==> config.mk <==
export PLATFORM = sky130hd
export DESIGN_NAME = keypad_debounce_key_queue
export DESIGN_NICKNAME = d
export VERILOG_FILES = /design/src/kdkq_pkg.sv /design/src/kdkq_cell.sv /design/src/kdkq_debounce.sv /design/src/keypad_debounce_key_queue.sv
export SDC_FILE = /design/constraint.sdc
export NUM_CORES = 1
export LEC_CHECK = 0
export ABC_AREA = 0
export BUFFER_PORTS_ARGS = -buffer_cell sky130_fd_sc_hd__buf_2
export CAP_MARGIN = 40
export CELL_PAD_IN_SITES_DETAIL_PLACEMENT = 1
export CELL_PAD_IN_SITES_GLOBAL_PLACEMENT = 1
export CORE_UTILIZATION = 33
export CTS_BUF_LIST = sky130_fd_sc_hd__clkbuf_4 sky130_fd_sc_hd__clkbuf_8 sky130_fd_sc_hd__clkbuf_16
export CTS_CLUSTER_DIAMETER = 100
export CTS_CLUSTER_SIZE = 30
export DETAILED_ROUTE_END_ITERATION = 12
export PLACE_DENSITY = 0.58
export SYNTH_ARGS = -nofsm -noshare
export SYNTH_HDL_FRONTEND = slang
export SYNTH_SLANG_ARGS = --single-unit
==> constraint.sdc <==
create_clock -name clk -period 3.62 [get_ports clk]
set_clock_uncertainty 0.05 [all_clocks]
set_input_delay 0.181 -clock clk [delete_from_list [all_inputs] [get_ports clk]]
set_output_delay 0.181 -clock clk [all_outputs]
set_load 0.01 [all_outputs]
==> src/kdkq_pkg.sv <==
// Shared constants, types and the pin decoder for the keypad debounce key queue.
`default_nettype none

package kdkq_pkg;

  localparam int QUEUE_DEPTH = 4;
  localparam int NUM_KEYS    = 4;
  localparam int CODE_W      = 8;
  localparam int KEY_W       = 3;
  localparam int KEY_IDX_W   = 2;
  localparam int PINS_W      = 4;
  localparam int CFG_IDX_W   = 2;

  localparam logic [KEY_W-1:0] NO_KEY = 3'd4;

  localparam logic [PINS_W-1:0] PINS_KEY0 = 4'hE;
  localparam logic [PINS_W-1:0] PINS_KEY1 = 4'hD;
  localparam logic [PINS_W-1:0] PINS_KEY2 = 4'hB;
  localparam logic [PINS_W-1:0] PINS_KEY3 = 4'h7;

  localparam logic OP_SCAN = 1'b0;
  localparam logic OP_READ = 1'b1;

  localparam logic [CFG_IDX_W-1:0] REG_CODE_KEY0 = 2'd0;
  localparam logic [CFG_IDX_W-1:0] REG_CODE_KEY1 = 2'd1;
  localparam logic [CFG_IDX_W-1:0] REG_CODE_KEY2 = 2'd2;
  localparam logic [CFG_IDX_W-1:0] REG_CODE_KEY3 = 2'd3;

  localparam logic [CODE_W-1:0] CODE_KEY0_RESET = 8'd48;
  localparam logic [CODE_W-1:0] CODE_KEY1_RESET = 8'd49;
  localparam logic [CODE_W-1:0] CODE_KEY2_RESET = 8'd50;
  localparam logic [CODE_W-1:0] CODE_KEY3_RESET = 8'd51;

  // Control broadcast to every queue cell.
  typedef struct packed {
    logic              shift;
    logic              push;
    logic [CODE_W-1:0] code;
  } q_ctrl_t;

  // Press event from the debouncer.
  typedef struct packed {
    logic                 push;
    logic [KEY_IDX_W-1:0] key;
  } press_t;

  function automatic logic [KEY_W-1:0] decode_pins(input logic [PINS_W-1:0] pins);
    logic [KEY_W-1:0] key;
    unique case (pins)
      PINS_KEY0: key = 3'd0;
      PINS_KEY1: key = 3'd1;
      PINS_KEY2: key = 3'd2;
      PINS_KEY3: key = 3'd3;
      default:   key = NO_KEY;
    endcase
    return key;
  endfunction

endpackage

`default_nettype wire

==> src/kdkq_cell.sv <==
// One cell: holds a code and its valid bit, shifts headward on a pop or full push.
`default_nettype none

module kdkq_cell (
  input  wire logic                    clk,
  input  wire logic                    rst,
  input  wire kdkq_pkg::q_ctrl_t       ctrl,
  input  wire logic                    prev_valid,
  input  wire logic                    next_valid,
  input  wire logic [kdkq_pkg::CODE_W-1:0] next_code,
  output logic                         valid,
  output logic [kdkq_pkg::CODE_W-1:0]  code
);
  import kdkq_pkg::*;

  logic fill;

  // The first empty cell, head included, takes a pushed code.
  assign fill = ctrl.push && !valid && prev_valid;

  always_ff @(posedge clk) begin
    if (rst) begin
      valid <= 1'b0;
    end else if (ctrl.shift) begin
      valid <= next_valid;
    end else if (fill) begin
      valid <= 1'b1;
    end
  end

  always_ff @(posedge clk) begin
    if (ctrl.shift) begin
      code <= next_code;
    end else if (fill) begin
      code <= ctrl.code;
    end
  end

endmodule

`default_nettype wire

==> src/kdkq_debounce.sv <==
// Pin decoder and two-sample debouncer that signals one press per hold.
`default_nettype none

module kdkq_debounce (
  input  wire logic                         clk,
  input  wire logic                         rst,
  input  wire logic                         scan_en,
  input  wire logic [kdkq_pkg::PINS_W-1:0]  pins,
  output kdkq_pkg::press_t                  press
);
  import kdkq_pkg::*;

  logic [KEY_W-1:0] last_key;
  logic             queued;
  logic [KEY_W-1:0] key;

  assign key        = decode_pins(pins);
  assign press.push = scan_en && (key != NO_KEY) && (last_key == key) && !queued;
  assign press.key  = key[KEY_IDX_W-1:0];

  always_ff @(posedge clk) begin
    if (rst) begin
      last_key <= NO_KEY;
      queued   <= 1'b0;
    end else if (scan_en) begin
      if (key == NO_KEY) begin
        last_key <= NO_KEY;
        queued   <= 1'b0;
      end else if (last_key != key) begin
        // Sliding to another key keeps the queued mark until a release.
        last_key <= key;
      end else if (!queued) begin
        queued <= 1'b1;
      end
    end
  end

endmodule

`default_nettype wire

==> src/keypad_debounce_key_queue.sv <==
// Top level of the keypad debounce key queue: debouncer, code registers and cell chain.
// A new item is accepted every cycle while the result register is free or being drained
// in the same cycle.
// A read returns its result in the cycle after its transfer, from the head cell.
// Scan items produce no result; their press is queued in the cycle after the transfer.
// Synchronous reset empties the queue, clears the debouncer to no key and restores
// the code registers to the characters '0' to '3'.
`default_nettype none

module keypad_debounce_key_queue (
  input  wire logic                            clk,
  input  wire logic                            rst,
  input  wire logic                            in_valid,
  output logic                                 in_stall,
  input  wire logic                            opcode,
  input  wire logic [kdkq_pkg::PINS_W-1:0]     pins,
  output logic                                 out_valid,
  input  wire logic                            out_stall,
  output logic [kdkq_pkg::CODE_W-1:0]          key_code,
  output logic                                 key_valid,
  input  wire logic                            cfg_we,
  input  wire logic [kdkq_pkg::CFG_IDX_W-1:0]  cfg_index,
  input  wire logic [kdkq_pkg::CODE_W-1:0]     cfg_data
);
  import kdkq_pkg::*;

  logic                  accept;
  logic                  is_read;
  logic                  pop;
  logic                  full;
  press_t                press;
  q_ctrl_t               ctrl;
  logic [CODE_W-1:0]     code_reg [NUM_KEYS];
  logic                  cell_valid [QUEUE_DEPTH];
  logic [CODE_W-1:0]     cell_code  [QUEUE_DEPTH];

  // The result register parts the two sides: an input transfer is held off only
  // while a finished result waits and the consumer stalls.
  assign in_stall = out_valid && out_stall;
  assign accept   = in_valid && !in_stall;
  assign is_read  = (opcode == OP_READ);

  // Code registers, one per key.
  always_ff @(posedge clk) begin
    if (rst) begin
      code_reg[0] <= CODE_KEY0_RESET;
      code_reg[1] <= CODE_KEY1_RESET;
      code_reg[2] <= CODE_KEY2_RESET;
      code_reg[3] <= CODE_KEY3_RESET;
    end else if (cfg_we) begin
      unique case (cfg_index)
        REG_CODE_KEY0: code_reg[0] <= cfg_data;
        REG_CODE_KEY1: code_reg[1] <= cfg_data;
        REG_CODE_KEY2: code_reg[2] <= cfg_data;
        REG_CODE_KEY3: code_reg[3] <= cfg_data;
        default:       ;
      endcase
    end
  end

  kdkq_debounce u_debounce (
    .clk     (clk),
    .rst     (rst),
    .scan_en (accept && (opcode == OP_SCAN)),
    .pins    (pins),
    .press   (press)
  );

  // The head cell holds the oldest code. A pop shifts the whole chain one place
  // toward the head. A push into a full chain also shifts, dropping the oldest
  // code, and the new code enters at the tail.
  assign full       = cell_valid[QUEUE_DEPTH-1];
  assign pop        = accept && is_read && cell_valid[0];
  assign ctrl.push  = press.push;
  assign ctrl.code  = code_reg[press.key];
  assign ctrl.shift = pop || (press.push && full);

  for (genvar i = 0; i < QUEUE_DEPTH; i++) begin : g_cell
    logic              prev_v;
    logic              next_v;
    logic [CODE_W-1:0] next_c;

    if (i == 0) begin : g_head
      assign prev_v = 1'b1;
    end else begin : g_body
      assign prev_v = cell_valid[i-1];
    end

    if (i == QUEUE_DEPTH - 1) begin : g_tail
      // On a shift the tail is refilled by any push in that cycle.
      assign next_v = press.push;
      assign next_c = ctrl.code;
    end else begin : g_link
      assign next_v = cell_valid[i+1];
      assign next_c = cell_code[i+1];
    end

    kdkq_cell u_cell (
      .clk        (clk),
      .rst        (rst),
      .ctrl       (ctrl),
      .prev_valid (prev_v),
      .next_valid (next_v),
      .next_code  (next_c),
      .valid      (cell_valid[i]),
      .code       (cell_code[i])
    );
  end

  // Result register: a read of an empty queue returns code zero with valid clear.
  always_ff @(posedge clk) begin
    if (rst) begin
      out_valid <= 1'b0;
    end else if (accept && is_read) begin
      out_valid <= 1'b1;
    end else if (!out_stall) begin
      out_valid <= 1'b0;
    end
  end

  always_ff @(posedge clk) begin
    if (accept && is_read) begin
      key_valid <= cell_valid[0];
      key_code  <= cell_valid[0] ? cell_code[0] : '0;
    end
  end

endmodule

`default_nettype wire

## Word level (Yosys, flattened, before mapping)

Memory sizes are Yosys's and may differ from the RTL's.
Cells that the tools add are included.

| storage, ports and cells | value |
|---|---|
| register bits after elaboration | 50 |
| output and inout port bits | 11 |
| memories | 1 |
| RAM bits | 32 |
| word-level logic and storage cells | 108 |
| input port bits | 20 |

Memory list:

| name | depth | bits a word | rd ports | clocked after memory_dff | wr ports | RTL line | source |
|---|---|---|---|---|---|---|---|
| code_reg | 4 | 8 | 1 | 0 | 4 | keypad_debounce_key_queue.sv:33 | `logic [CODE_W-1:0] code_reg [NUM_KEYS];` |

| cells by class | value |
|---|---|
| bitwise operators | 5 |
| reduce and logical (&&, ||, !) cells | 31 |
| muxes and demuxes | 45 |
| equality and inequality tests | 13 |

Operator list:

| kind | count |
|---|---|
| 2-to-1 mux 8 bit | 12 |
| 2-to-1 mux 1 bit | 30 |
| logical AND 1 bit | 16 |
| equality test 4 bit, second input constant | 3 |
| case mux 3 bit (4 select lines) | 1 |
| nonzero test 2 bit | 5 |
| logical NOT 1 bit | 6 |
| 2-to-1 mux 3 bit | 2 |
| equality test 2 bit, second input constant | 2 |
| equality test 4 x 3 -> 1 bit, second input constant | 1 |
| != test 2 x 1 -> 1 bit, second input constant | 2 |
| bitwise OR 1 bit | 4 |
| AND reduction 2 bit | 2 |
| equality test 3 bit | 1 |
| equality test 3 bit, second input constant | 1 |
| != test 3 bit | 1 |
| != test 3 bit, second input constant | 1 |
| equality test 2 x 1 -> 1 bit, second input constant | 1 |
| logical NOT 2 bit | 1 |
| logical OR 1 bit | 1 |
| inverter 1 bit | 1 |

## Depth between registers and ports, before layout

| logic depth | value |
|---|---|
| depth in word-level cells | 11 |
| gate-level depth with buffers | 9 |
| mapped depth without buffers | 6 |

## Cells and area by module

Synthesis repeated with hierarchy kept, for this count alone.

| unflattened totals | value |
|---|---|
| cells, all modules | 242 |
| area, all modules | 3734.8 um^2 |

By module, submodules not included:

| module | seq. area each (um^2) | area each (um^2) | cells each | instances |
|---|---|---|---|---|
| keypad_debounce_key_queue | 1251.2 | 1865.5 | 113 | 1 |
| kdkq_cell | 260.2 | 395.4 | 23 | 4 |
| kdkq_debounce | 80.1 | 287.8 | 37 | 1 |

## Worst setup path before layout

Ideal clock, no wire load.

| timing path | value |
|---|---|
| kind | reg-to-reg |
| start point | reg u_debounce.last_key[1] |
| end point | reg g_cell[1].u_cell.code[0] in the netlist's numbering (enable) |
| period minus slack after synthesis | 2651 ps |
| cell stages (with the launch flop) | 8 |
| required time | 3186 ps |
| arrival | 2217 ps |
| buffers on the path | 1 |
| library setup time | 384 ps |
| slack | 969 ps |
| cell sequence | dfxtp_1 -> or3b_1 -> a21oi_1 -> a41oi_1 -> a211oi_4 -> buf_4 -> a31oi_1 -> o21ai_0 |

| on the way | value |
|---|---|
| longest elaborated chain between the ends | 6 |
| elaborated cells between the ends (all ways) | 8 |
| classes of those cells | eq/ne (1); reduce/logical (7) |

RTL lines:

| what | RTL line | source |
|---|---|---|
| from (decl) | kdkq_debounce.sv:13 | `logic [KEY_W-1:0] last_key;` |
| from (signal assigned) | kdkq_debounce.sv:31 | `last_key <= key;` |
| equality test 3 bit (*) | kdkq_debounce.sv:18 | `assign press.push = scan_en && (key != NO_KEY) && (last_key == key) && !queued;` |
| logical AND 1 bit (*) (2 in a row) | kdkq_debounce.sv:18 |  |
| logical AND 1 bit, on equally long branches | keypad_debounce_key_queue.sv:76, kdkq_cell.sv:19 |  |
| logical OR 1 bit / logical AND 1 bit (equally long branches) | keypad_debounce_key_queue.sv:76, kdkq_cell.sv:19 |  |
| nonzero test 2 bit (no source line) (*) | -- |  |
| to (signal assigned) | kdkq_cell.sv:33 | `code <= next_code;` |
| to (signal assigned) | kdkq_cell.sv:35 | `code <= ctrl.code;` |
| to (decl) | kdkq_cell.sv:12 | `output logic [kdkq_pkg::CODE_W-1:0] code` |

Mark *: on every way between the ends. The rest lies on a longest branch, timed or not.
A chain may end at the register's enable or synchronous reset.

## Worst setup path after layout

| timing path | value |
|---|---|
| start point | reg u_debounce.last_key[1] |
| end point | reg g_cell[3].u_cell.code[5] in the netlist's numbering (enable) |

| on the way | value |
|---|---|
| longest elaborated chain between the ends | 6 |
| elaborated cells between the ends (all ways) | 8 |
| classes of those cells | eq/ne (1); reduce/logical (7) |

RTL lines:

| what | RTL line |
|---|---|
| equality test 3 bit (*) | kdkq_debounce.sv:18 |
| logical AND 1 bit (*) (2 in a row) | kdkq_debounce.sv:18 |
| logical AND 1 bit, on equally long branches | keypad_debounce_key_queue.sv:76, kdkq_cell.sv:19 |
| logical OR 1 bit / logical AND 1 bit (equally long branches) | keypad_debounce_key_queue.sv:76, kdkq_cell.sv:19 |
| nonzero test 2 bit (no source line) (*) | -- |
| to (signal assigned) | kdkq_cell.sv:33 |
| to (signal assigned) | kdkq_cell.sv:35 |
| to (decl) | kdkq_cell.sv:12 |

Marked as above.

==> out/metrics.cfg <==
[global_routing]
grtUsageTotal_pct = 15.3
grt_overflow = 0
grt_pass1_vias = 2514
grt_antenna_before_repair = 0
grt_pass1_wl_mm = 13.3
grt_max_degree = 27

[clock_tree]
cts_num_sinks = 82
clockBufferDepth = 2
clock_latency_ns = 0.35
cts_tree = yes
htreeDepth = 3
clk_pin_slew_ns = 0.06
post_cts_resized = 0
cts_hold_buf = 0
post_cts_buffers = 0
cts_buffers = 9
clockRootBuffer = clkbuf_16

[timing]
tightest_slew_ns = 0.832
final_max_slew_viol_count = 0
setup_viol = 0
slew_headroom_pct = 44.1
fmax_mhz = 413
final_hold_viol_count = 0
setup_ws_ns = 1.20
fin_crit_ns = 2.42
min_period_over_period_pct = 66.8
rsz0062_at_grt = false
fin_setup_tns_ns = 0

[worst_setup_path]
required_ns = 3.63
worstPathArrival_ns = 2.43
critPathMaxFanout = 8
crit_path_start_kind = register
r2r_slack_ns = 1.20
reg2reg_depth = 7
r2r_start = u_debounce.last_key[1]
worstSetupPathType = register to register
r2r-end = g_cell[3].u_cell.code[5]
worstSetupEndpointType = register

[logic_synthesis]
yosysWarnings = 0
synthesis.nets = 333
seq_area_frac_synth_pct = 61.5
netlist.area_leader.share_pct = 56.8
synth-edff-count = 73
yosys-top-cells-area = edfxtp_1, a21o_1, dfxtp_1, and2_1, a21oi_1
synth.cell_area_um2 = 3860
async_reset_ff_share_pct = 0
synth_seq_cells = 82
synth_top_area_cell = edfxtp_1
synth.distinct_cells = 40
syn_area_per_cell_um2 = 12.3
synthCells = 313
synth_ff_type = edfxtp_1

[route]
post_drt_wl_per_cell_um = 16.7
avgViaCountPerCell = 5.09
vias = 2510
firstDrtPassIters = 4
drt_iter0_markers = 77
final_antenna_net_count = 0
drc = 0
wl_mm = 8.21

[placement]
pre_cts_slack_ns = 1.01
hpwl_mm = 5.82
gp_congestion = 0.761
io_buffers = 30

[finish]
nets = 365
drive_gt1_share_pct = 18.0
diodes = 0
nFillCells = 1238
area_growth_pct = 16.0

[power_and_ir_drop]
leakage_nw = 1.71
ir_worst_vdd_mv = 0.260
p_per_area_nw_per_um2 = 509
p_total_mw = 2.28

[floorplan]
die_w_um = 110
placementRows = 39
ios = 31
dieArea_um2 = 12100
core_um2 = 11400
start_util_pct = 33.8
die-height_um = 110

[min_path]
holdCritPathClass = primary input to register
min_path_cells = 2
min_to = code_reg[0][5]
hp-start = cfg_data[5]

[status]
status = completed

[job]
drv_cap = 0

routing by layer:
metal	up-vias	global-route usage (%)	wire, µm
met5	-	0	0
met4	0	7.61	176
met3	12	4.41	273
met2	38	25.8	4070
met1	1224	17.8	3690
li1	1236	-	-
logic make-up (layout without fill, tap and decap cells):
| family | after synthesis | after routing | share of synthesized area [%] |
|---|---|---|---|
| DFF | 82 | 82 | 61.5 |
| and+or+nand+nor | 98 | 98 | 15.8 |
| muxes | 8 | 8 | 2.07 |
| AOI/OAI and AO/OA | 96 | 96 | 16.7 |
| xor gates and xnor gates | 2 | 2 | 0.454 |
| buffers and inverters | 27 | 64 | 3.57 |
metrics by stage:
stage / cell area, µm² / hold slack, ns / utilization, % / instances
finish: 4480 / 0.101 / 39.2 / 493
floorplan: 3860 / 0.291 / - / 313
CTS: 4480 / 0.0781 / 39.2 / 493
detailed placement: 4150 / 0.445 / 36.4 / 477
global placement: 4150 / 0.436 / 36.3 / 476
global route: 4480 / 0.0889 / 39.2 / 493
how the worst max path moves through the flow:
| stage | start | endpoint | slack (ns) | cells past startpoint |
|---|---|---|---|---|
| 3_3_place_gp | pins[1] | g_cell[3].u_cell.code[6] | 1.10 | 9 |
| 3_5_place_dp | pins[1] | g_cell[0].u_cell.code[0] | 1.01 | 10 |
| 6_report | u_debounce.last_key[1] | g_cell[3].u_cell.code[5] | 1.20 | 7 |
| 2_1_floorplan | u_debounce.last_key[1] | g_cell[1].u_cell.code[0] | 0.97 | 7 |
| 5_1_grt | u_debounce.last_key[1] | g_cell[2].u_cell.code[6] | 0.99 | 8 |
| 4_1_cts | u_debounce.last_key[1] | g_cell[0].u_cell.code[0] | 1.18 | 8 |
cell type report:
class                      count  area, µm²  area share, %
sequential                    82       2370           53.0
multi-input combinational    204       1350           30.1
clock buffer                   9        225           5.03
timing repair buffer          39        218           4.86
tap                          143        179           4.00
clock inverter                 7        100           2.24
inverter                       9       33.8          0.754
report_power, final:
part / switching [mW] / internal [mW]
sequential: 0.0136 / 1.07
combinational: 0.113 / 0.0788
clock: 0.391 / 0.610
synth_stat cells (all sizes together), types with 8 or more instances:
cell type	count
a21o	25
nand2b	17
and2	28
dfxtp	9
edfxtp	73
inv	9
mux2i	8
nor2b	10
a21oi	29
clkbuf	10
nor4bb	8
nand2	9
buf	8
a211o	9
o21ai	14
critical path, stage by stage (launching register included):
cell	delay, ns
dfxtp_1	0.36
or3b_1	0.39
a21oi_1	0.15
a41oi_1	0.10
a211oi_4	0.42
nand2_2	0.15
o21ai_0	0.28
buf_4	0.23
cell usage in the layout (no fill, tap or decap), types with 2 or more instances in the layout:
cell,n
edfxtp_1,73
buf_2,30
a21oi_1,29
and2_1,28
a21o_1,25
nand2b_1,17
o21ai_0,14
nor2b_1,10
inv_1,9
a211o_1,9
clkbuf_16,9
dfxtp_1,9
buf_4,9
nand2_1,8
mux2i_1,8
nor4bb_1,8
nor2_1,7
nor3_1,6
a31o_2,5
or3_1,4
a31oi_1,3
a221oi_1,3
nand3_1,2
nand4b_1,2
xor2_1,2
bufinv_16,2
Note: power is estimated with default switching activity, not from simulation.
